`src/sv/spv_pkg.sv`:
```
// spv_pkg: types, constants and helper functions for the sensor packet validator.
// No dependencies; imported by the channel interfaces, the top level and its checker.

package spv_pkg;

	// Verdict codes; ST_SHORT to ST_TYPE are in check order, but ST_LONG is checked first
	typedef enum logic [2:0] {
		ST_OK      = 3'd0,
		ST_SHORT   = 3'd1,
		ST_MAGIC   = 3'd2,
		ST_VERSION = 3'd3,
		ST_CRC     = 3'd4,
		ST_LENGTH  = 3'd5,
		ST_TYPE    = 3'd6,
		ST_LONG    = 3'd7
	} status_t;

	// Header byte positions
	localparam logic [7:0] POS_MAGIC   = 8'd0;
	localparam logic [7:0] POS_VERSION = 8'd1;
	localparam logic [7:0] POS_LENGTH  = 8'd2;
	localparam logic [7:0] POS_TYPE    = 8'd3;
	localparam logic [7:0] POS_NODE_HI = 8'd4;
	localparam logic [7:0] POS_NODE_LO = 8'd5;
	localparam logic [7:0] POS_CRC_HI  = 8'd6;
	localparam logic [7:0] POS_CRC_LO  = 8'd7;

	localparam logic [7:0]  HDR_BYTES        = 8'd8;
	localparam logic [7:0]  MAX_PACKET_BYTES = 8'd127;
	localparam logic [7:0]  COUNT_SAT        = 8'd255;
	localparam logic [7:0]  LEN_OUT_MAX      = 8'd127;
	localparam logic [7:0]  MAGIC_VALUE      = 8'hAC;
	localparam logic [7:0]  VERSION_VALUE    = 8'h01;
	localparam logic [15:0] CRC_POLY         = 16'h1021;
	localparam logic [15:0] SEED_AT_RESET    = 16'h1D0F;

	localparam logic [7:0] TYPE_A = 8'h11;
	localparam logic [7:0] TYPE_B = 8'h12;
	localparam logic [7:0] TYPE_C = 8'h99;
	localparam logic [7:0] TYPE_D = 8'h31;

	// One byte of CRC-16/CCITT, MSB first, no reflection
	function automatic logic [15:0] crc16_byte(input logic [15:0] crc, input logic [7:0] b);
		logic [15:0] c;
		c = crc ^ {b, 8'h00};
		for (int i = 0; i < 8; i++) begin
			c = c[15] ? ((c << 1) ^ CRC_POLY) : (c << 1);
		end
		return c;
	endfunction

	function automatic logic type_known(input logic [7:0] t);
		return t inside {TYPE_A, TYPE_B, TYPE_C, TYPE_D};
	endfunction

endpackage

```
`src/sv/spv_channels.sv`:
```
// spv_channels: valid/ready channel interfaces for packet bytes, verdicts and seed writes.
// Depends on spv_pkg.

interface spv_byte_if import spv_pkg::*; ();
	logic       valid;
	logic       ready;
	logic [7:0] data_byte;
	logic       last_byte;

	modport source (output valid, data_byte, last_byte, input ready);
	modport sink   (input valid, data_byte, last_byte, output ready);
endinterface

interface spv_verdict_if import spv_pkg::*; ();
	logic        valid;
	logic        ready;
	logic [2:0]  status;
	logic [7:0]  message_type;
	logic [15:0] source_node;
	logic [7:0]  length_field;
	logic [6:0]  received_length;

	modport source (output valid, status, message_type, source_node, length_field,
		received_length, input ready);
	modport sink   (input valid, status, message_type, source_node, length_field,
		received_length, output ready);
endinterface

interface spv_seed_if import spv_pkg::*; ();
	logic        valid;
	logic        ready;
	logic [15:0] data;

	modport source (output valid, data, input ready);
	modport sink   (input valid, data, output ready);
endinterface

```
`src/sv/sensor_packet_validator.sv`:
```
// sensor_packet_validator: byte-serial packet checker with CRC-16 and header capture.
// Depends on spv_pkg and the interfaces in spv_channels.
//
//  channel  | dir | payload                                          | transaction
//  ---------+-----+--------------------------------------------------+---------------------------
//  pkt      | in  | data_byte[7:0], last_byte                        | one packet byte
//  verdict  | out | status[2:0], message_type, source_node[15:0],    | one verdict per packet,
//           |     | length_field, received_length[6:0]               | after the last byte
//  seed     | in  | data[15:0]                                       | CRC seed write
//
// One byte per cycle, sustained unless a last byte waits for the verdict register (below).
// A byte is registered on input (_s1); the CRC update, header capture and verdict are then
// computed combinationally into the packet state and the verdict register, which is loaded
// when the last byte leaves the input register.
// Reset clears the packet state, loads the seed register with 0x1D0F and empties
// both registers. Only a last byte waits for a full verdict register; other bytes
// move on regardless, so pkt.ready falls only while a verdict is stalled and
// another last byte is queued behind it.

module sensor_packet_validator import spv_pkg::*; (
	input  logic          clk,
	input  logic          arst_n,
	spv_byte_if.sink      pkt,
	spv_verdict_if.source verdict,
	spv_seed_if.sink      seed
);

	// CRC seed register; the seed is picked up on the first byte of each packet
	logic [15:0] seed_q;

	// Input register
	logic       valid_s1;
	logic [7:0] data_s1;
	logic       last_s1;

	// Packet state
	logic [7:0]  count_q;
	logic [15:0] crc_q;
	logic [7:0]  magic_q, version_q, length_q, type_q;
	logic [15:0] node_q, crc_seen_q;

	// Verdict register
	logic        out_valid_q;
	status_t     status_q;
	logic [7:0]  type_out_q, length_out_q;
	logic [15:0] node_out_q;
	logic [6:0]  rxlen_out_q;

	// Next-state values for the byte in the input register
	logic [15:0] crc_base, crc_nxt;
	logic [7:0]  fed, count_nxt;
	logic [7:0]  magic_nxt, version_nxt, length_nxt, type_nxt;
	logic [15:0] node_nxt, crc_seen_nxt;
	status_t     status_nxt;
	logic [6:0]  rxlen_nxt;
	logic        advance, out_free;

	assign seed.ready = 1'b1;

	always_ff @(posedge clk or negedge arst_n) begin
		if (!arst_n) begin
			seed_q <= SEED_AT_RESET;
		end else if (seed.valid) begin
			seed_q <= seed.data;
		end
	end

	// Verdict register free this cycle, or being emptied by the sink
	assign out_free = !out_valid_q || verdict.ready;
	// Only a last byte needs room in the verdict register
	assign advance  = valid_s1 && (!last_s1 || out_free);
	assign pkt.ready = !valid_s1 || advance;

	always_ff @(posedge clk or negedge arst_n) begin
		if (!arst_n) begin
			valid_s1 <= 1'b0;
		end else if (pkt.ready) begin
			valid_s1 <= pkt.valid;
		end
	end

	always_ff @(posedge clk) begin
		if (pkt.ready && pkt.valid) begin
			data_s1 <= pkt.data_byte;
			last_s1 <= pkt.last_byte;
		end
	end

	// Header capture and CRC feed; the CRC bytes themselves enter as zero
	always_comb begin
		magic_nxt    = magic_q;
		version_nxt  = version_q;
		length_nxt   = length_q;
		type_nxt     = type_q;
		node_nxt     = node_q;
		crc_seen_nxt = crc_seen_q;
		fed          = data_s1;
		case (count_q)
			POS_MAGIC:   magic_nxt = data_s1;
			POS_VERSION: version_nxt = data_s1;
			POS_LENGTH:  length_nxt = data_s1;
			POS_TYPE:    type_nxt = data_s1;
			POS_NODE_HI: node_nxt = {data_s1, node_q[7:0]};
			POS_NODE_LO: node_nxt = {node_q[15:8], data_s1};
			POS_CRC_HI: begin
				crc_seen_nxt = {data_s1, crc_seen_q[7:0]};
				fed          = 8'h00;
			end
			POS_CRC_LO: begin
				crc_seen_nxt = {crc_seen_q[15:8], data_s1};
				fed          = 8'h00;
			end
			default: ;
		endcase
	end

	assign crc_base  = (count_q == POS_MAGIC) ? seed_q : crc_q;
	assign crc_nxt   = crc16_byte(crc_base, fed);
	assign count_nxt = (count_q == COUNT_SAT) ? count_q : count_q + 8'd1;
	assign rxlen_nxt = (count_nxt > LEN_OUT_MAX) ? LEN_OUT_MAX[6:0] : count_nxt[6:0];

	// Checks in priority order
	always_comb begin
		if (count_nxt > MAX_PACKET_BYTES) begin
			status_nxt = ST_LONG;
		end else if (count_nxt < HDR_BYTES) begin
			status_nxt = ST_SHORT;
		end else if (magic_nxt != MAGIC_VALUE) begin
			status_nxt = ST_MAGIC;
		end else if (version_nxt != VERSION_VALUE) begin
			status_nxt = ST_VERSION;
		end else if (crc_seen_nxt != crc_nxt) begin
			status_nxt = ST_CRC;
		end else if (count_nxt < length_nxt) begin
			status_nxt = ST_LENGTH;
		end else if (!type_known(type_nxt)) begin
			status_nxt = ST_TYPE;
		end else begin
			status_nxt = ST_OK;
		end
	end

	// Packet state: updated per byte, cleared after the last one
	always_ff @(posedge clk or negedge arst_n) begin
		if (!arst_n) begin
			count_q    <= '0;
			crc_q      <= SEED_AT_RESET;
			magic_q    <= '0;
			version_q  <= '0;
			length_q   <= '0;
			type_q     <= '0;
			node_q     <= '0;
			crc_seen_q <= '0;
		end else if (advance) begin
			if (last_s1) begin
				count_q    <= '0;
				crc_q      <= seed_q;
				magic_q    <= '0;
				version_q  <= '0;
				length_q   <= '0;
				type_q     <= '0;
				node_q     <= '0;
				crc_seen_q <= '0;
			end else begin
				count_q    <= count_nxt;
				crc_q      <= crc_nxt;
				magic_q    <= magic_nxt;
				version_q  <= version_nxt;
				length_q   <= length_nxt;
				type_q     <= type_nxt;
				node_q     <= node_nxt;
				crc_seen_q <= crc_seen_nxt;
			end
		end
	end

	always_ff @(posedge clk or negedge arst_n) begin
		if (!arst_n) begin
			out_valid_q <= 1'b0;
		end else if (advance && last_s1) begin
			out_valid_q <= 1'b1;
		end else if (verdict.ready) begin
			out_valid_q <= 1'b0;
		end
	end

	always_ff @(posedge clk) begin
		if (advance && last_s1) begin
			status_q     <= status_nxt;
			type_out_q   <= type_nxt;
			node_out_q   <= node_nxt;
			length_out_q <= length_nxt;
			rxlen_out_q  <= rxlen_nxt;
		end
	end

	assign verdict.valid           = out_valid_q;
	assign verdict.status          = status_q;
	assign verdict.message_type    = type_out_q;
	assign verdict.source_node     = node_out_q;
	assign verdict.length_field    = length_out_q;
	assign verdict.received_length = rxlen_out_q;

endmodule

```
`src/flat_wrapper.sv`:
```
// flat-port wrapper written by rule: the top's interface ports become plain ports
module sensor_packet_validator_flat import spv_pkg::*;
  (clk, arst_n, pkt_valid, pkt_data_byte, pkt_last_byte, pkt_ready, verdict_valid, verdict_status, verdict_message_type, verdict_source_node, verdict_length_field, verdict_received_length, verdict_ready, seed_valid, seed_data, seed_ready);
  spv_byte_if pkt_i ();
  spv_verdict_if verdict_i ();
  spv_seed_if seed_i ();
  input  logic clk;
  input  logic arst_n;
  input wire logic [$bits(pkt_i.valid)-1:0] pkt_valid;
  input wire logic [$bits(pkt_i.data_byte)-1:0] pkt_data_byte;
  input wire logic [$bits(pkt_i.last_byte)-1:0] pkt_last_byte;
  output wire logic [$bits(pkt_i.ready)-1:0] pkt_ready;
  output wire logic [$bits(verdict_i.valid)-1:0] verdict_valid;
  output wire logic [$bits(verdict_i.status)-1:0] verdict_status;
  output wire logic [$bits(verdict_i.message_type)-1:0] verdict_message_type;
  output wire logic [$bits(verdict_i.source_node)-1:0] verdict_source_node;
  output wire logic [$bits(verdict_i.length_field)-1:0] verdict_length_field;
  output wire logic [$bits(verdict_i.received_length)-1:0] verdict_received_length;
  input wire logic [$bits(verdict_i.ready)-1:0] verdict_ready;
  input wire logic [$bits(seed_i.valid)-1:0] seed_valid;
  input wire logic [$bits(seed_i.data)-1:0] seed_data;
  output wire logic [$bits(seed_i.ready)-1:0] seed_ready;
  assign pkt_i.valid = pkt_valid;
  assign pkt_i.data_byte = pkt_data_byte;
  assign pkt_i.last_byte = pkt_last_byte;
  assign pkt_ready = pkt_i.ready;
  assign verdict_valid = verdict_i.valid;
  assign verdict_status = verdict_i.status;
  assign verdict_message_type = verdict_i.message_type;
  assign verdict_source_node = verdict_i.source_node;
  assign verdict_length_field = verdict_i.length_field;
  assign verdict_received_length = verdict_i.received_length;
  assign verdict_i.ready = verdict_ready;
  assign seed_i.valid = seed_valid;
  assign seed_i.data = seed_data;
  assign seed_ready = seed_i.ready;
  sensor_packet_validator u_core (.clk(clk), .arst_n(arst_n), .pkt(pkt_i), .verdict(verdict_i), .seed(seed_i));
endmodule
```
`config.mk`:
```
export PLATFORM = sky130hd
export DESIGN_NAME = sensor_packet_validator_flat
export DESIGN_NICKNAME = d
export VERILOG_FILES = /design/src/sv/spv_pkg.sv /design/src/sv/spv_channels.sv /design/src/sv/sensor_packet_validator.sv /design/src/flat_wrapper.sv
export SDC_FILE = /design/constraint.sdc
export NUM_CORES = 1
export LEC_CHECK = 0
export CAP_MARGIN = 5
export CORE_UTILIZATION = 58
export DETAILED_ROUTE_END_ITERATION = 12
export DONT_BUFFER_PORTS = 1
export HOLD_SLACK_MARGIN = 0.05
export PLACE_DENSITY = 0.76
export SLEW_MARGIN = 20
export SYNTH_ARGS = -nofsm -noshare
export SYNTH_HDL_FRONTEND = slang
export SYNTH_SLANG_ARGS = --single-unit
```
`constraint.sdc`:
```
create_clock -name clk -period 3.45 [get_ports clk]
set_input_delay 0.345 -clock clk [delete_from_list [all_inputs] [get_ports clk]]
set_output_delay 0.345 -clock clk [all_outputs]
set_load 0.02 [all_outputs]
```
==> results of run 1 <==
-- metrics by stage --
stage | area, um^2 | hold slack (ns) | power (mW) | utilization (%) | std cells
floorplan | 7980 | 0.0494 | 3.84 | - | 726
global placement | 8340 | 0.0534 | 4.31 | 62.7 | 896
detailed placement | 8340 | 0.0537 | 4.38 | 62.7 | 896
CTS | 9120 | 0.0529 | 6.37 | 68.6 | 943
global route | 9260 | 0.0508 | 6.72 | 69.6 | 951
finish | 9260 | 0.0578 | 6.45 | 69.6 | 951
-- repair_timing --
item                                    4_1_cts  5_1_grt
endpoints found under the hold margin       116        0
cloned                                        0        0
resized for setup                             1       19
endpoints found under the setup margin        2        2
pin swaps                                     3        7
hold buffers                                 12        0
setup buffers                                 3        8
-- cell type report --
class                   count  area (um^2)
clock buffers              20          447
inverters                  26         97.6
well taps                 176          220
flip-flops and latches    157         4210
repair buffers             70          602
fillers                   928         4040
clock inverters            12          159
multi-input cells         490         3530
-- critical path: stages (launching register included) --
cell and delay, ns:
dfrtp_1 0.43, buf_4 0.16, ha_2 0.24, nor4bb_1 0.37, buf_4 0.18, a211oi_1 0.06, o22ai_1 0.31, xor2_1 0.13
or4_1 0.54, a21oi_1 0.32, and4_1 0.30, a21oi_1 0.08
-- power by group through the flow --
| stage | Combinational [mW] | Sequential [mW] | Clock, mW |
|---|---|---|---|
| global placement | 1.79 | 2.53 | 0 |
| detailed placement | 1.84 | 2.54 | 0 |
| finish | 1.99 | 2.52 | 1.94 |
| global route | 2.14 | 2.55 | 2.02 |
| floorplan | 1.36 | 2.47 | 0 |
| CTS | 1.92 | 2.51 | 1.95 |
-- worst paths after layout --
check                                               from                                endpoint  slack, ns
hold / removal                             seed_data[13]           u_core.seed_q[13]$_DFFE_PN0P_       0.06
hold reg to reg              u_core.crc_q[3]$_DFFE_PN1P_             u_core.crc_q[3]$_DFFE_PN1P_       0.47
setup reg to reg           u_core.count_q[1]$_DFFE_PN0P_  u_core.verdict.status[2]$_SDFFCE_PP1P_       0.06
min in group asynchronous                         arst_n            u_core.crc_q[15]$_DFFE_PN0P_       0.46
setup / recovery           u_core.count_q[1]$_DFFE_PN0P_  u_core.verdict.status[2]$_SDFFCE_PP1P_       0.06
max in group asynchronous                         arst_n           u_core.count_q[5]$_DFFE_PN0P_       2.47
-- cells by family after synthesis --
family | after synthesis | share of synthesized area [%]
and+or+nand+nor | 187 | 12.1
buffers and inverters | 79 | 4.03
AOI/OAI and AO/OA | 193 | 16.2
muxes | 48 | 6.37
DFF | 157 | 53.1
xor gates and xnor gates | 49 | 6.29
adders and majority gates | 12 | 1.90
other | 1 | 0.0473
-- layout by cell type, fill, tap and decap left out, types with 5 or more instances in the layout --
cell | synthesis | routed
ha_1 | 12 | 7
xnor3_1 | 5 | 5
nand4_1 | 7 | 7
a21oi_1 | 32 | 32
dlygate4sd3_1 | 0 | 11
nand2b_1 | 5 | 5
inv_1 | 25 | 23
clkbuf_16 | 0 | 17
mux2i_1 | 29 | 25
xor2_1 | 19 | 19
dfrtp_1 | 90 | 88
nand3_1 | 14 | 13
nand2_1 | 79 | 78
o21ai_0 | 60 | 60
a22oi_1 | 18 | 16
a22o_1 | 51 | 51
buf_4 | 2 | 55
xnor2_1 | 25 | 24
edfxtp_1 | 51 | 51
dfstp_2 | 16 | 16
mux2_2 | 19 | 19
and3_1 | 17 | 15
nor2_1 | 25 | 24
-- metal layers --
metal / share of wire (%) / wire, um / GRT usage [%]
met3: 6.8 / 1340 / 6.94
met5: 0 / 0 / 0
met2: 48 / 9560 / 45.1
met4: 2.1 / 416 / 12.4
met1: 43 / 8400 / 39.8
-- registers in the layout, summed over array words and instances, names as in the netlist, 3 cells and up --
register,flops
u_core.count_q,8
u_core.seed_q,16
u_core.node_q,16
u_core.verdict.length_field,8
u_core.data_s1,8
u_core.crc_q,16
u_core.verdict.received_length,7
u_core.type_q,8
u_core.verdict.status,3
u_core.verdict.source_node,16
u_core.verdict.message_type,8
u_core.length_q,8
u_core.version_q,8
u_core.crc_seen_q,16
u_core.magic_q,8
==> summary.txt, run 1 <==
Die
  – Die ar.: ~14000 um^2
  – I/O Pins: 75
  – Initial core utilization: approximately 60%
  – Core outline area: 13300 um^2
  – Die X-Extent: 119 um
  – Rows: 42
  – Die extent in y: between 100 and 150 um

Power and ir drop
  – Int Pwr: 4.34 mW
  – Power density over cell area: roughly 700 nW/um^2
  – Switching share of power: 32.7%
  – Leak pwr: between 4 and 5 nW
  – Clk network pwr share: a little under a third
  – Max IR drop VDD: 0.454 mV
  – Combinational power share: 30.8%
  – Flop pwr share: between 30 and 40%
  – Sw Pwr: 2.11 mW

Global routing
  – Vias in the first global route: 5861
  – Tot GR Track Use: 29.2%
  – Initial antenna violation count: 0
  – Congestion Overflow GR: 0
  – First-pass GRT wire length: 31500 um
  – Largest net degree at the start of global routing: 107

Finish
  – Share of cells above drive strength 1: approximately 21%
  – Area delta synth->final: 16.9%
  – # nets final: 804
  – Antenna diodes: 0

STA
  – FMAX: 295 MHz
  – Relative slew slack: 55.7%
  – Period utilisation layout: 98.1%
  – Slew Limit Fails: 0
  – Pin slew with the least headroom to its limit: 0.665 ns
  – # setup viols final: 0
  – Min Tclk post-route: 3.39 ns
  – Final TNS setup: 0 ns
  – Final Hold Fails: 0
  – Setup ws final: 0.0639 ns
  – Clock Skews: 0.00882 ns

Yosys
  – Synth top area share: between 20% and 30%
  – Mapped Cells: 726
  – Mean area per synthesized cell: 10.9 um^2
  – Synth unique cells: 68
  – Post-synth EDFFs: around 50
  – Sequential fraction of the synthesis area: 53.1%
  – Asr flop ratio synth: 67.5%
  – Synthesized flop and latch total: ~160
  – Ys flop type: dfrtp_1
  – Netlist Area Pre-Place: 7920 um^2
  – Largest cells by area after synthesis: dfrtp_1, edfxtp_1, a22o_1, dfstp_2, o21ai_0
  – Syn Nets: 768
  – Synthesis Warnings: 0
  – Commonest cells post-synth: dfrtp_1, nand2_1, o21ai_0
  – Most common cell in the synthesized netlist: dfrtp_1
  – Yosys top cell by area: dfrtp_1

Routing
  – Iteration-0 DRC Markers: 527
  – DRC: 0
  – Vias: around 6000
  – Final Routed Wirelength: about 20000 um
  – WL per Instance: 20.7 um
  – Post-DRT Antenna Nets: 0
  – DR vias/cell: 6.28
  – Pre-antenna DRT Iters: 5

CTS
  – Clock Latency Late Sink: 0.44 ns
  – Clock slew at reported path FFs: 0.06 ns
  – Num CTS Buffers: 17
  – CTS tree: built
  – # H-tree levels: 4
  – Clock Path Buffers: 2
  – # clock sinks: 157
  – Root Buffer: clkbuf_16

Hold path
  – HP Class: input pin to flip-flop
  – Hold path depth: 1

Placement
  – I/O Buffers: 0
  – GP Congestion: ~0.94
  – Pre-CTS WS: -0.0420 ns
  – Hpwl dp: 13000 um

Setup path
  – Worst-case reg-to-reg path depth: 11
  – Critical Path RT: around 3.6 ns
  – Crit end category: flip-flop
  – CP Max Fanout: 9
  – Type of the worst setup path: flip-flop to flip-flop
  – CP startpoint kind: flip-flop
  – Worst Path Arrival: 3.57 ns

Job
  – Max-Cap Viols: 0

Status
  – Status: completed
(Power assumes the default switching activity.)
==> run 2: changes to the inputs <==
--- a/config.mk
+++ b/config.mk
@@ -10,7 +10,8 @@
 export DETAILED_ROUTE_END_ITERATION = 12
 export DONT_BUFFER_PORTS = 1
 export HOLD_SLACK_MARGIN = 0.05
-export PLACE_DENSITY = 0.76
+export PLACE_DENSITY_LB_ADDON = 0.1
+export RECOVER_POWER = 100
 export SLEW_MARGIN = 20
 export SYNTH_ARGS = -nofsm -noshare
 export SYNTH_HDL_FRONTEND = slang
==> run 2 against run 1 <==
- the run now ends with capacitance limit, slew limit left
- routed wire length decreased by 2.7%
- combinational power about the same
- sequential power is essentially flat
- total power decreased by 4.0%
- via count decreased by 1.3%
- non-clock buffer count down 1
- die area unchanged
- design area down 1.4%
- global-route usage is 0.24 points lower
- cell count is 0.11% lower
- register-to-register slack about the same
- hold slack improved by 0.011 ns
- critical path type unchanged
- largest power group unchanged
==> summary.txt, run 2 (same netlist as run 1, synthesis figures left out) <==
Status
  – Status: complete, but fails checks
  – Failing checks: capacitance limit, slew limit

Finish
  – Commonest non-fill, non-tap cell in the layout: dfrtp_1
  – Area delta synth->final: 15.3%
  – Share of cells above drive strength 1: 18.2%
  – # nets final: between 800 and 900
  – Most frequent cells in the layout: dfrtp_1, nand2_1, o21ai_0, buf_4
  – Antenna diodes: 0
  – Final core utilization: between 60% and 70%

STA
  – Period utilisation layout: 98.3%
  – Clock Skews: 0.00733 ns
  – Slew Limit Fails: around 110
  – Min Tclk post-route: ~3.4 ns
  – Hold slack: 0.0684 ns
  – FMAX: 295 MHz
  – Final TNS setup: 0 ns
  – Pin slew with the least headroom to its limit: 2.38 ns
  – # setup viols final: 0
  – Final Hold Fails: 0
  – Relative slew slack: -58.8%
  – Setup ws final: between 0.05 and 0.06 ns

Global routing
  – Congestion Overflow GR: 0
  – GR Util met2: 44.2%
  – First-pass GRT wire length: 31100 um
  – Routing usage on met1: 40.6%
  – Largest net degree at the start of global routing: 107
  – Vias in the first global route: 5785
  – Initial antenna violation count: 1
  – Met3 Track Usage GR: 5.89%
  – GR peak layer: met2
  – Tot GR Track Use: 29.0%

Die
  – Core outline area: about 13000 um^2
  – Die ar.: approximately 14000 um^2
  – Initial core utilization: approximately three fifths
  – Rows: 42
  – Die extent in y: roughly 120 um
  – Die X-Extent: around 120 um
  – I/O Pins: between 70 and 80

Power and ir drop
  – Flop pwr share: 40.6%
  – Switching share of power: approximately 34%
  – Sw Pwr: 2.08 mW
  – Clk network pwr share: 27.8%
  – Leak pwr: 4.07 nW
  – Power density over cell area: 678 nW/um^2
  – Combinational power share: 31.6%
  – Int Pwr: between 4 and 5 mW
  – Max IR drop VDD: 0.538 mV

CTS
  – # H-tree levels: 4
  – # clock sinks: about 160
  – Clock Path Buffers: 2
  – Clock Latency Late Sink: 0.43 ns
  – Clock slew at reported path FFs: 0.07 ns
  – CTS tree: built
  – Root Buffer: clkbuf_16
  – Num CTS Buffers: 17

Setup path
  – Type of the worst setup path: flip-flop to flip-flop
  – Worst Path Arrival: 3.57 ns
  – Critical Path RT: between 3 and 4 ns
  – CP startpoint kind: flip-flop
  – Crit end category: flip-flop
  – CP Max Fanout: 5

Routing
  – DRC: 0
  – WL per Instance: 20.2 um
  – Iteration-0 DRC Markers: around 600
  – Final Routed Wirelength: 19200 um
  – Pre-antenna DRT Iters: 5
  – Vias: 5897
  – Post-DRT Antenna Nets: 0
  – DR vias/cell: 6.21

Placement
  – Hpwl dp: 12800 um
  – Pre-CTS WS: -0.0321 ns
  – I/O Buffers: 0
  – GP Congestion: a little under 1

Hold path
  – HP Class: input pin to flip-flop

Job
  – Max-Cap Viols: 1
==> run 2: changes by cell type in the layout (fill, tap and decap cells not counted), moves of 2 or more <==
cell / before / now
buf_4: 55 / 53
dfstp_1: 0 / 8
dlygate4sd3_1: 11 / 14
ha_2: 4 / 2
clkinv_4: 2 / 4
bufinv_16: 3 / 0
dfstp_2: 16 / 8
ha_1: 7 / 9
==> run 2: area by class of cell <==
class	count	area, um^2
flip-flops and latches	157	4210
fillers	1005	4160
multi-input cells	490	3500
repair buffers	69	563
clock buffers	18	429
well taps	176	220
clock inverters	14	111
inverters	26	97.6
==> run 2: repair_timing <==
| action | in CTS | in global routing |
|---|---|---|
| setup endpoints to repair | 1 | 3 |
| gates cloned | 0 | 0 |
| hold buffers | 15 | 0 |
| pin swaps | 4 | 7 |
| resized for setup | 2 | 12 |
| endpoints found under the hold margin | 119 | 0 |
| buffers inserted | 2 | 3 |
==> run 2: path summary, 6_finish.rpt <==
kind	slack (ns)	endpoint	cells past startpoint	from
worst max-delay path	0.06	u_core.verdict.status[1]$_SDFFCE_PP1P_	13	u_core.count_q[6]$_DFFE_PN0P_
worst min-delay path	0.07	u_core.seed_q[15]$_DFFE_PN0P_	1	seed_data[15]
worst max register to register	0.06	u_core.verdict.status[1]$_SDFFCE_PP1P_	13	u_core.count_q[6]$_DFFE_PN0P_
worst min register to register	0.49	u_core.crc_q[8]$_DFFE_PN1P_	2	u_core.crc_q[8]$_DFFE_PN1P_
max in group asynchronous	0.70	u_core.count_q[5]$_DFFE_PN0P_	2	arst_n
min in group asynchronous	1.22	u_core.crc_q[4]$_DFFE_PN0P_	2	arst_n
==> run 2: metal layers <==
metal	up-vias	part of all wire (%)
met5	-	0.047
met4	2	2.6
met3	43	5.9
met2	213	47
met1	2941	45
li1	2698	-
==> run 2: worst max-delay path, cell delays in order, from the launching register on <==
cell and delay, ns:
dfrtp_1 0.44, nor4_4 0.28, buf_4 0.20, nand3_4 0.09, mux2i_1 0.36, ha_4 0.27, a21o_1 0.16, a21o_1 0.17
a21o_1 0.16, or3_4 0.33, o21ai_2 0.16, nor3_1 0.05, and4_1 0.21, a311o_1 0.26
==> run 2: power groups by stage <==
stage          combinational, mW  clock [mW]  sequential (mW)
2_1_floorplan               1.36           0             2.47
3_3_place_gp                1.79           0             2.53
3_5_place_dp                1.82           0             2.54
4_1_cts                     1.90        1.75             2.51
5_1_grt                     2.14        1.84             2.55
6_report                    1.96        1.72             2.52
==> run 2: per-stage QoR <==
step | instances | power [mW] | instance area (um^2)
floorplan | 726 | 3.84 | 7980
finish | 950 | 6.19 | 9130
global route | 950 | 6.52 | 9130
global placement | 897 | 4.32 | 8340
detailed placement | 897 | 4.37 | 8340
CTS | 946 | 6.16 | 9070
